$ cat config.mk
export PLATFORM = sky130hd
export DESIGN_NAME = boot_command_frame_receiver_top
export DESIGN_NICKNAME = d
export VERILOG_FILES = /design/src/hw/rtl/bcfr_pkg.sv /design/src/hw/rtl/boot_command_frame_receiver_top.sv /design/src/hw/rtl/bcfr_fsm.sv
export SDC_FILE = /design/constraint.sdc
export NUM_CORES = 1
export LEC_CHECK = 0
export ABC_AREA = 0
export BUFFER_PORTS_ARGS = -buffer_cell sky130_fd_sc_hd__clkbuf_2
export CORE_MARGIN = 2
export CORE_UTILIZATION = 44
export DETAILED_ROUTE_END_ITERATION = 7
export PLACE_DENSITY = 0.73
export SLEW_MARGIN = 20
export SYNTH_ARGS = -nofsm -noshare
export SYNTH_HDL_FRONTEND = slang
export SYNTH_SLANG_ARGS = --single-unit
$ cat constraint.sdc
create_clock -name clk -period 6.25 [get_ports clk]
set_input_delay 0.3125 -clock clk [delete_from_list [all_inputs] [get_ports clk]]
set_output_delay 0.3125 -clock clk [all_outputs]
set_load 0.1 [all_outputs]
$ cat src/hw/rtl/bcfr_pkg.sv
package bcfr_pkg;

	localparam int PACK_LEN = 1024;
	localparam int CNT_W    = $clog2(PACK_LEN + 1);
	localparam int IDX_W    = 10;
	localparam int ADDR_BYTES = 4;

	localparam logic [7:0] SYNC_BYTE = 8'hFE;
	localparam logic [7:0] CMD_GO    = 8'h21;
	localparam logic [7:0] CMD_WRITE = 8'h31;
	localparam logic [7:0] CMD_ERASE = 8'h44;
	localparam logic [7:0] ACK_BYTE  = 8'h79;
	localparam logic [7:0] NACK_BYTE = 8'h1F;
	localparam logic [8:0] PAIR_SUM  = 9'h100;

	typedef enum logic [2:0] {
		PH_HUNT,
		PH_CMD,
		PH_CMPL,
		PH_ELEN,
		PH_WADDR,
		PH_WDATA,
		PH_WSUM,
		PH_STOPPED
	} phase_t;

	typedef enum logic [2:0] {
		EV_NONE   = 3'd0,
		EV_ERASE  = 3'd1,
		EV_DATA   = 3'd2,
		EV_ACCEPT = 3'd3,
		EV_REJECT = 3'd4,
		EV_GO     = 3'd5
	} event_t;

	typedef struct packed {
		logic             reply_valid;
		logic [7:0]       reply_byte;
		event_t           event_res;
		logic [31:0]      address;
		logic [31:0]      erase_length;
		logic [7:0]       data_byte;
		logic [IDX_W-1:0] data_index;
	} result_t;

endpackage

$ cat src/hw/rtl/boot_command_frame_receiver_top.sv
// boot command frame receiver
// req channel: one word per received event, mode 0 carries a serial byte in
// rx_byte, mode 1 reports an expired read timeout (rx_byte ignored).
// rsp channel: exactly one result word per request word, in order. It holds
// reply_valid/reply_byte (ack 0x79 or nack 0x1F to send to the host),
// event_res (erase request, write data byte, write accepted/rejected, go)
// and the address, erase_length, data_byte and data_index that go with it.
// a request word is registered in the input register at the edge that
// accepts it, and its result is registered in the result register when rsp
// is free, from which it shows on rsp. one word per cycle is taken as long
// as rsp is not stalled.
// when rsp_stall holds the result register, the input register still fills
// once and req_stall then rises until the result is taken; nothing is lost.
// reset (arst_n low) empties both registers and returns the frame decoder
// to the sync hunt; after a go command the block answers every further word
// with an all-zero result until the next reset.
module boot_command_frame_receiver_top (
	input  logic                        clk,
	input  logic                        arst_n,
	input  logic                        req_valid,
	output logic                        req_stall,
	input  logic                        mode,
	input  logic [7:0]                  rx_byte,
	output logic                        rsp_valid,
	input  logic                        rsp_stall,
	output logic                        reply_valid,
	output logic [7:0]                  reply_byte,
	output logic [2:0]                  event_res,
	output logic [31:0]                 address,
	output logic [31:0]                 erase_length,
	output logic [7:0]                  data_byte,
	output logic [bcfr_pkg::IDX_W-1:0]  data_index
);
	import bcfr_pkg::*;

	logic       valid_s1;
	logic       mode_s1;
	logic [7:0] rx_byte_s1;
	logic       rsp_valid_q;
	result_t    res_q;
	result_t    res;
	logic       out_free;
	logic       step;

	assign out_free  = !rsp_valid_q || !rsp_stall;
	assign step      = valid_s1 && out_free;
	assign req_stall = valid_s1 && !out_free;

	always_ff @(posedge clk or negedge arst_n) begin
		if (!arst_n) begin
			valid_s1 <= 1'b0;
		end else if (!req_stall) begin
			valid_s1 <= req_valid;
		end
	end

	always_ff @(posedge clk) begin
		if (req_valid && !req_stall) begin
			mode_s1    <= mode;
			rx_byte_s1 <= rx_byte;
		end
	end

	bcfr_fsm u_fsm (
		.clk     (clk),
		.arst_n  (arst_n),
		.step    (step),
		.mode    (mode_s1),
		.rx_byte (rx_byte_s1),
		.res     (res)
	);

	always_ff @(posedge clk or negedge arst_n) begin
		if (!arst_n) begin
			rsp_valid_q <= 1'b0;
		end else if (out_free) begin
			rsp_valid_q <= valid_s1;
		end
	end

	always_ff @(posedge clk) begin
		if (step)
			res_q <= res;
	end

	assign rsp_valid    = rsp_valid_q;
	assign reply_valid  = res_q.reply_valid;
	assign reply_byte   = res_q.reply_byte;
	assign event_res    = res_q.event_res;
	assign address      = res_q.address;
	assign erase_length = res_q.erase_length;
	assign data_byte    = res_q.data_byte;
	assign data_index   = res_q.data_index;

endmodule

$ cat src/hw/rtl/bcfr_fsm.sv
module bcfr_fsm (
	input  logic              clk,
	input  logic              arst_n,
	input  logic              step,
	input  logic              mode,
	input  logic [7:0]        rx_byte,
	output bcfr_pkg::result_t res
);
	import bcfr_pkg::*;

	phase_t           phase_q, phase_d;
	logic [CNT_W-1:0] count_q, count_d, count_inc;
	logic [7:0]       cmd_q, cmd_d;
	logic [31:0]      word_q, word_d, word_shift;
	logic [7:0]       xor_q, xor_d;
	logic             pair_ok;

	assign count_inc  = count_q + CNT_W'(1);
	assign word_shift = {word_q[23:0], rx_byte};
	assign pair_ok    = ({1'b0, cmd_q} + {1'b0, rx_byte}) == PAIR_SUM;

	always_ff @(posedge clk or negedge arst_n) begin
		if (!arst_n) begin
			phase_q <= PH_HUNT;
			count_q <= '0;
			cmd_q   <= '0;
			word_q  <= '0;
			xor_q   <= '0;
		end else if (step) begin
			phase_q <= phase_d;
			count_q <= count_d;
			cmd_q   <= cmd_d;
			word_q  <= word_d;
			xor_q   <= xor_d;
		end
	end

	// next state
	always_comb begin
		phase_d = phase_q;
		count_d = count_q;
		cmd_d   = cmd_q;
		word_d  = word_q;
		xor_d   = xor_q;
		unique case (phase_q)
			PH_HUNT: begin
				if (!mode && rx_byte == SYNC_BYTE)
					phase_d = PH_CMD;
			end
			PH_CMD: begin
				if (mode) begin
					phase_d = PH_HUNT;
				end else begin
					cmd_d   = rx_byte;
					phase_d = PH_CMPL;
				end
			end
			PH_CMPL: begin
				phase_d = PH_HUNT;
				if (!mode && pair_ok) begin
					word_d  = '0;
					count_d = '0;
					xor_d   = '0;
					if (cmd_q == CMD_ERASE)
						phase_d = PH_ELEN;
					else if (cmd_q == CMD_WRITE)
						phase_d = PH_WADDR;
					else if (cmd_q == CMD_GO)
						phase_d = PH_STOPPED;
				end
			end
			PH_ELEN: begin
				if (mode) begin
					word_d  = '0;
					phase_d = PH_HUNT;
				end else begin
					word_d  = word_shift;
					count_d = count_inc;
					if (count_inc >= CNT_W'(ADDR_BYTES))
						phase_d = PH_HUNT;
				end
			end
			PH_WADDR: begin
				if (mode) begin
					phase_d = PH_HUNT;
				end else begin
					word_d  = word_shift;
					xor_d   = xor_q ^ rx_byte;
					count_d = count_inc;
					if (count_inc >= CNT_W'(ADDR_BYTES)) begin
						count_d = '0;
						phase_d = PH_WDATA;
					end
				end
			end
			PH_WDATA: begin
				if (mode) begin
					phase_d = PH_HUNT;
				end else begin
					xor_d   = xor_q ^ rx_byte;
					count_d = count_inc;
					if (count_inc >= CNT_W'(PACK_LEN))
						phase_d = PH_WSUM;
				end
			end
			PH_WSUM: begin
				phase_d = PH_HUNT;
			end
			PH_STOPPED: begin
				phase_d = PH_STOPPED;
			end
		endcase
	end

	// result word for the current input
	always_comb begin
		res = '0;
		unique case (phase_q)
			PH_HUNT, PH_CMD, PH_STOPPED: begin
				res = '0;
			end
			PH_CMPL: begin
				if (!mode && pair_ok) begin
					res.reply_valid = 1'b1;
					if (cmd_q == CMD_ERASE || cmd_q == CMD_WRITE) begin
						res.reply_byte = ACK_BYTE;
					end else if (cmd_q == CMD_GO) begin
						res.reply_byte = ACK_BYTE;
						res.event_res  = EV_GO;
					end else begin
						res.reply_byte = NACK_BYTE;
					end
				end
			end
			PH_ELEN: begin
				if (mode || count_inc >= CNT_W'(ADDR_BYTES)) begin
					res.reply_valid  = 1'b1;
					res.reply_byte   = ACK_BYTE;
					res.event_res    = EV_ERASE;
					res.erase_length = mode ? 32'd0 : word_shift;
				end
			end
			PH_WADDR: begin
				if (mode) begin
					res.reply_valid = 1'b1;
					res.reply_byte  = NACK_BYTE;
					res.event_res   = EV_REJECT;
				end
			end
			PH_WDATA: begin
				res.address = word_q;
				if (mode) begin
					res.reply_valid = 1'b1;
					res.reply_byte  = NACK_BYTE;
					res.event_res   = EV_REJECT;
				end else begin
					res.event_res  = EV_DATA;
					res.data_byte  = rx_byte;
					res.data_index = count_q[IDX_W-1:0];
				end
			end
			PH_WSUM: begin
				res.address     = word_q;
				res.reply_valid = 1'b1;
				if (!mode && rx_byte == xor_q) begin
					res.reply_byte = ACK_BYTE;
					res.event_res  = EV_ACCEPT;
				end else begin
					res.reply_byte = NACK_BYTE;
					res.event_res  = EV_REJECT;
				end
			end
		endcase
	end

endmodule

==> summary.txt <==
Yosys
  – Leading area contributor after synthesis: edfxtp_1
  – Main flop type after synthesis: edfxtp_1
  – Async set-reset flop share out of synthesis: slightly below 40%
  – Total standard cell area after synthesis: 0.007477 mm^2
  – Share of the yosys chip area belonging to registers: between 60 and 70%
  – Cells after Synth: ~640
  – Syn Nets: between 600 and 700
  – Syn_area_per_cell: between 10 and 15 um^2
  – Most instantiated library cell after synthesis: edfxtp_1
  – Flip-flop and latch count after synthesis: 161
  – Yosys Warn Count: 0
  – Post-synth EDFFs: 97
  – Fraction of synthesized cell area taken by the top area cell type: 38.96%
  – Ranking of synthesized cells by area: edfxtp_1 (39%), dfrtp_1 (21%), mux2i_1 (4.6%)
  – Distinct cell type count after synthesis: 62
  – Most instantiated cells after synthesis: edfxtp_1 (97), dfrtp_1 (64), nand2_1 (60), and2_1 (53), inv_1 (41)

Clock tree
  – Master cell of the clock root buffer: clkbuf_16
  – TritonCTS clock tree: done
  – Resized cells post-CTS: 0
  – Post CTS Setup Buffer Count: 0
  – # clock sinks: roughly 160
  – Max H-tree Level: 4
  – Worst-Skew Late Latency: ~0.43 ns
  – Buffer depth of the longest clock path: 2
  – Number of CTS-inserted buffers: 17
  – CTS clock-pin slew for the worst setup and hold paths: roughly 0.07 ns
  – Hold-fix buffers at CTS: 0

Global routing
  – Total grt overflow: 0
  – Number of antenna violations at the first check in global routing: 0
  – Met1 track demand over resource in global routing: 24.24%
  – Wire length of the first global-routing pass: 24,780 um
  – Met2 usage: around 28%
  – Pin count of the biggest net entering global routing: 65
  – GR met3 Demand/Resource: between 4 and 5%
  – GRT Resource Usage Total: roughly 18%
  – Peak-usage layer in the global routing report: met2
  – Via count of the first global-routing pass: 4,747

Routing
  – Count of unresolved DRC violations after routing: 0
  – DRT Pass-1 Iters: 6
  – Remaining antenna violation count: 0
  – Detailed-route wire length: ~15,000 um
  – Avg Vias per Cell: 5.248
  – Via count of the routed design: 5,033
  – Average routed wire per standard cell: 15.83 um
  – Starting DRT DRC Count: about 390

Power and ir drop
  – Highest ir drop seen on vdd: about 210 uV
  – Static leakage: 4.107 nW
  – Total power density per cell area: 302.9 mW/mm^2

STA
  – Total Negative Setup Slacks: 0 ns
  – Post-route minimum period: 3.768 ns
  – Number of hold violations in the final report: 0
  – Worst Slack Setup Final: ~2.5 ns
  – Worst clock skew: between 0.006 and 0.007 ns
  – Tightest slew margin relative to the limit: 25.62%
  – Worst slew pin tran: 1.116 ns
  – Final count of negative-setup-slack endpoints: 0
  – RSZ-0062 raised after global routing: false
  – Top achievable clock speed: 265.4 MHz
  – Final worst-path cycle share: approximately 60%
  – Final number of max-transition violations: 0

Min path
  – Min-delay worst type: input port to flop

Final layout
  – Fill cells: around 1.4k
  – Post-route cell area: ~0.009 mm^2
  – Area Overhead vs Synth: 16.98%
  – Ant diodes: 0
  – Post-layout nets: roughly 750
  – Fraction of layout cells with a size suffix above 1: 21.79%

Floorplan
  – Overall die width: 134.4 um
  – Die outline height: 134.4 um
  – Effective utilization at floorplan: between 40% and 50%
  – I/O Pins: ~110
  – Core area: 0.01658 mm^2
  – Cell row count: 47
  – Die area: 0.01805 mm^2

Critical path
  – Critical path capture point type: flop
  – Crit path arrival time: around 4.1 ns
  – Crit path required time: approximately 6.6 ns
  – Top fanout value on the critical path: 14
  – Startpoint type of the worst setup path: flop
  – Critical Setup Path Class: flop to flop

Run status
  – Status: complete, no violations

Placement
  – Total placed instance area: between 0.008 and 0.009 mm^2
  – Number of port buffers: 107
  – Pre-CTS WS: 2.535 ns
  – DPL Wire Length: 9925 um
  – GPL Wtd Cong: just under 0.9

Run
  – Number of max-capacitance violations reported: 0
==> cell type report <==
cell class / count / area [um^2] / share of cell area, %
repair buffers: 112 / 573.1 / 6.551
flip-flops and latches: 161 / 4514 / 51.61
inverters: 42 / 157.7 / 1.802
clock buffers: 18 / 429.2 / 4.906
multi-input cells: 392 / 2600 / 29.72
well taps: 220 / 275.3 / 3.147
clock inverters: 14 / 197.7 / 2.260
==> layer usage <==
| layer | up-vias | wire (um) |
|---|---|---|
| li1 | 2443 | - |
| met1 | 2384 | 6874 |
| met2 | 180 | 7115 |
| met3 | 26 | 889 |
| met4 | 0 | 299 |
| met5 | - | 0 |
==> worst max-delay path: stages (launching register included) <==
cell      delay (ns)
edfxtp_1        0.55
ha_1            0.31
fa_1            0.42
a21oi_2         0.22
nor2_1          0.07
mux2_2          0.27
or4_1           0.70
o31ai_4         0.59
and2_1          0.40
a22o_1          0.19
==> power by group <==
group          switching (mW)  internal (mW)  leakage (nW)
clock                   0.450          0.646         0.304
sequential             0.0232           1.17          1.67
combinational           0.322         0.0361          2.14
total                   0.794           1.85          4.11
==> worst paths after layout <==
check	startpoint	to	slack, ns	depth (start not counted)
hold reg to reg	valid_s1	rsp_valid	0.50	1
hold / removal	rx_byte[3]	rx_byte_s1[3]	0.06	1
setup reg to reg	rx_byte_s1[0]	u_fsm.count_q[3]	2.48	9
setup / recovery	rx_byte_s1[0]	u_fsm.count_q[3]	2.48	9
max in group asynchronous	arst_n	u_fsm.word_q[24]	5.61	2
min in group asynchronous	arst_n	u_fsm.count_q[1]	0.07	2
==> cell usage in the layout (no fill, tap or decap), types with 3 or more instances in the layout <==
cell / synthesis / layout
a21boi_0: 3 / 3
a21o_1: 5 / 5
a21oi_1: 11 / 11
a22o_1: 7 / 7
and2_1: 53 / 52
and3_1: 40 / 40
buf_4: 7 / 5
bufinv_16: 0 / 3
clkbuf_16: 0 / 17
clkbuf_2: 0 / 107
dfrtp_1: 64 / 64
edfxtp_1: 97 / 97
ha_1: 9 / 9
inv_1: 41 / 41
inv_6: 0 / 4
inv_8: 0 / 4
mux2_2: 9 / 9
mux2i_1: 34 / 34
nand2_1: 60 / 60
nand2b_1: 3 / 3
nand3_1: 12 / 12
nand4_1: 6 / 6
nor2_1: 20 / 20
nor2b_1: 6 / 6
nor3_1: 12 / 12
nor4_1: 5 / 5
o21a_1: 3 / 3
o21ai_0: 38 / 38
o21ai_1: 5 / 5
o31ai_1: 3 / 3
xor2_1: 10 / 9
==> sequential cells by signal (all words and copies together) (netlist names) <==
| signal | flops |
|---|---|
| u_fsm.phase_q | 3 |
| u_fsm.xor_q | 8 |
| u_fsm.count_q | 11 |
| data_byte | 8 |
| rsp_valid | 1 |
| data_index | 10 |
| reply_byte | 3 |
| event_res | 3 |
| address | 32 |
| valid_s1 | 1 |
| erase_length | 32 |
| u_fsm.cmd_q | 8 |
| u_fsm.word_q | 32 |
| rx_byte_s1 | 8 |
| mode_s1 | 1 |
==> through the flow <==
step	power, mW	std cells	hold slack [ns]	utilization [%]
2_1_floorplan	1.523	641	0.01691	-
3_3_place_gp	1.578	927	0.4840	48.90
5_1_grt	2.732	959	0.04398	52.75
6_report	2.649	959	0.05548	52.75
4_1_cts	2.668	959	0.04243	52.68
3_5_place_dp	1.578	927	0.4797	48.90
==> cell families (layout without fill, tap and decap cells) <==
kind of cell	Yosys count	after routing	synth area share (%)
flops	161	161	60.37
buf+inv	88	186	5.288
other cells	1	1	0.05015
fa+ha+maj	10	10	1.774
mux	43	43	5.907
simple gates	225	225	15.95
xor+xnor	13	13	1.623
compound gates	100	100	9.036
Note: power is estimated with default switching activity, not from simulation.
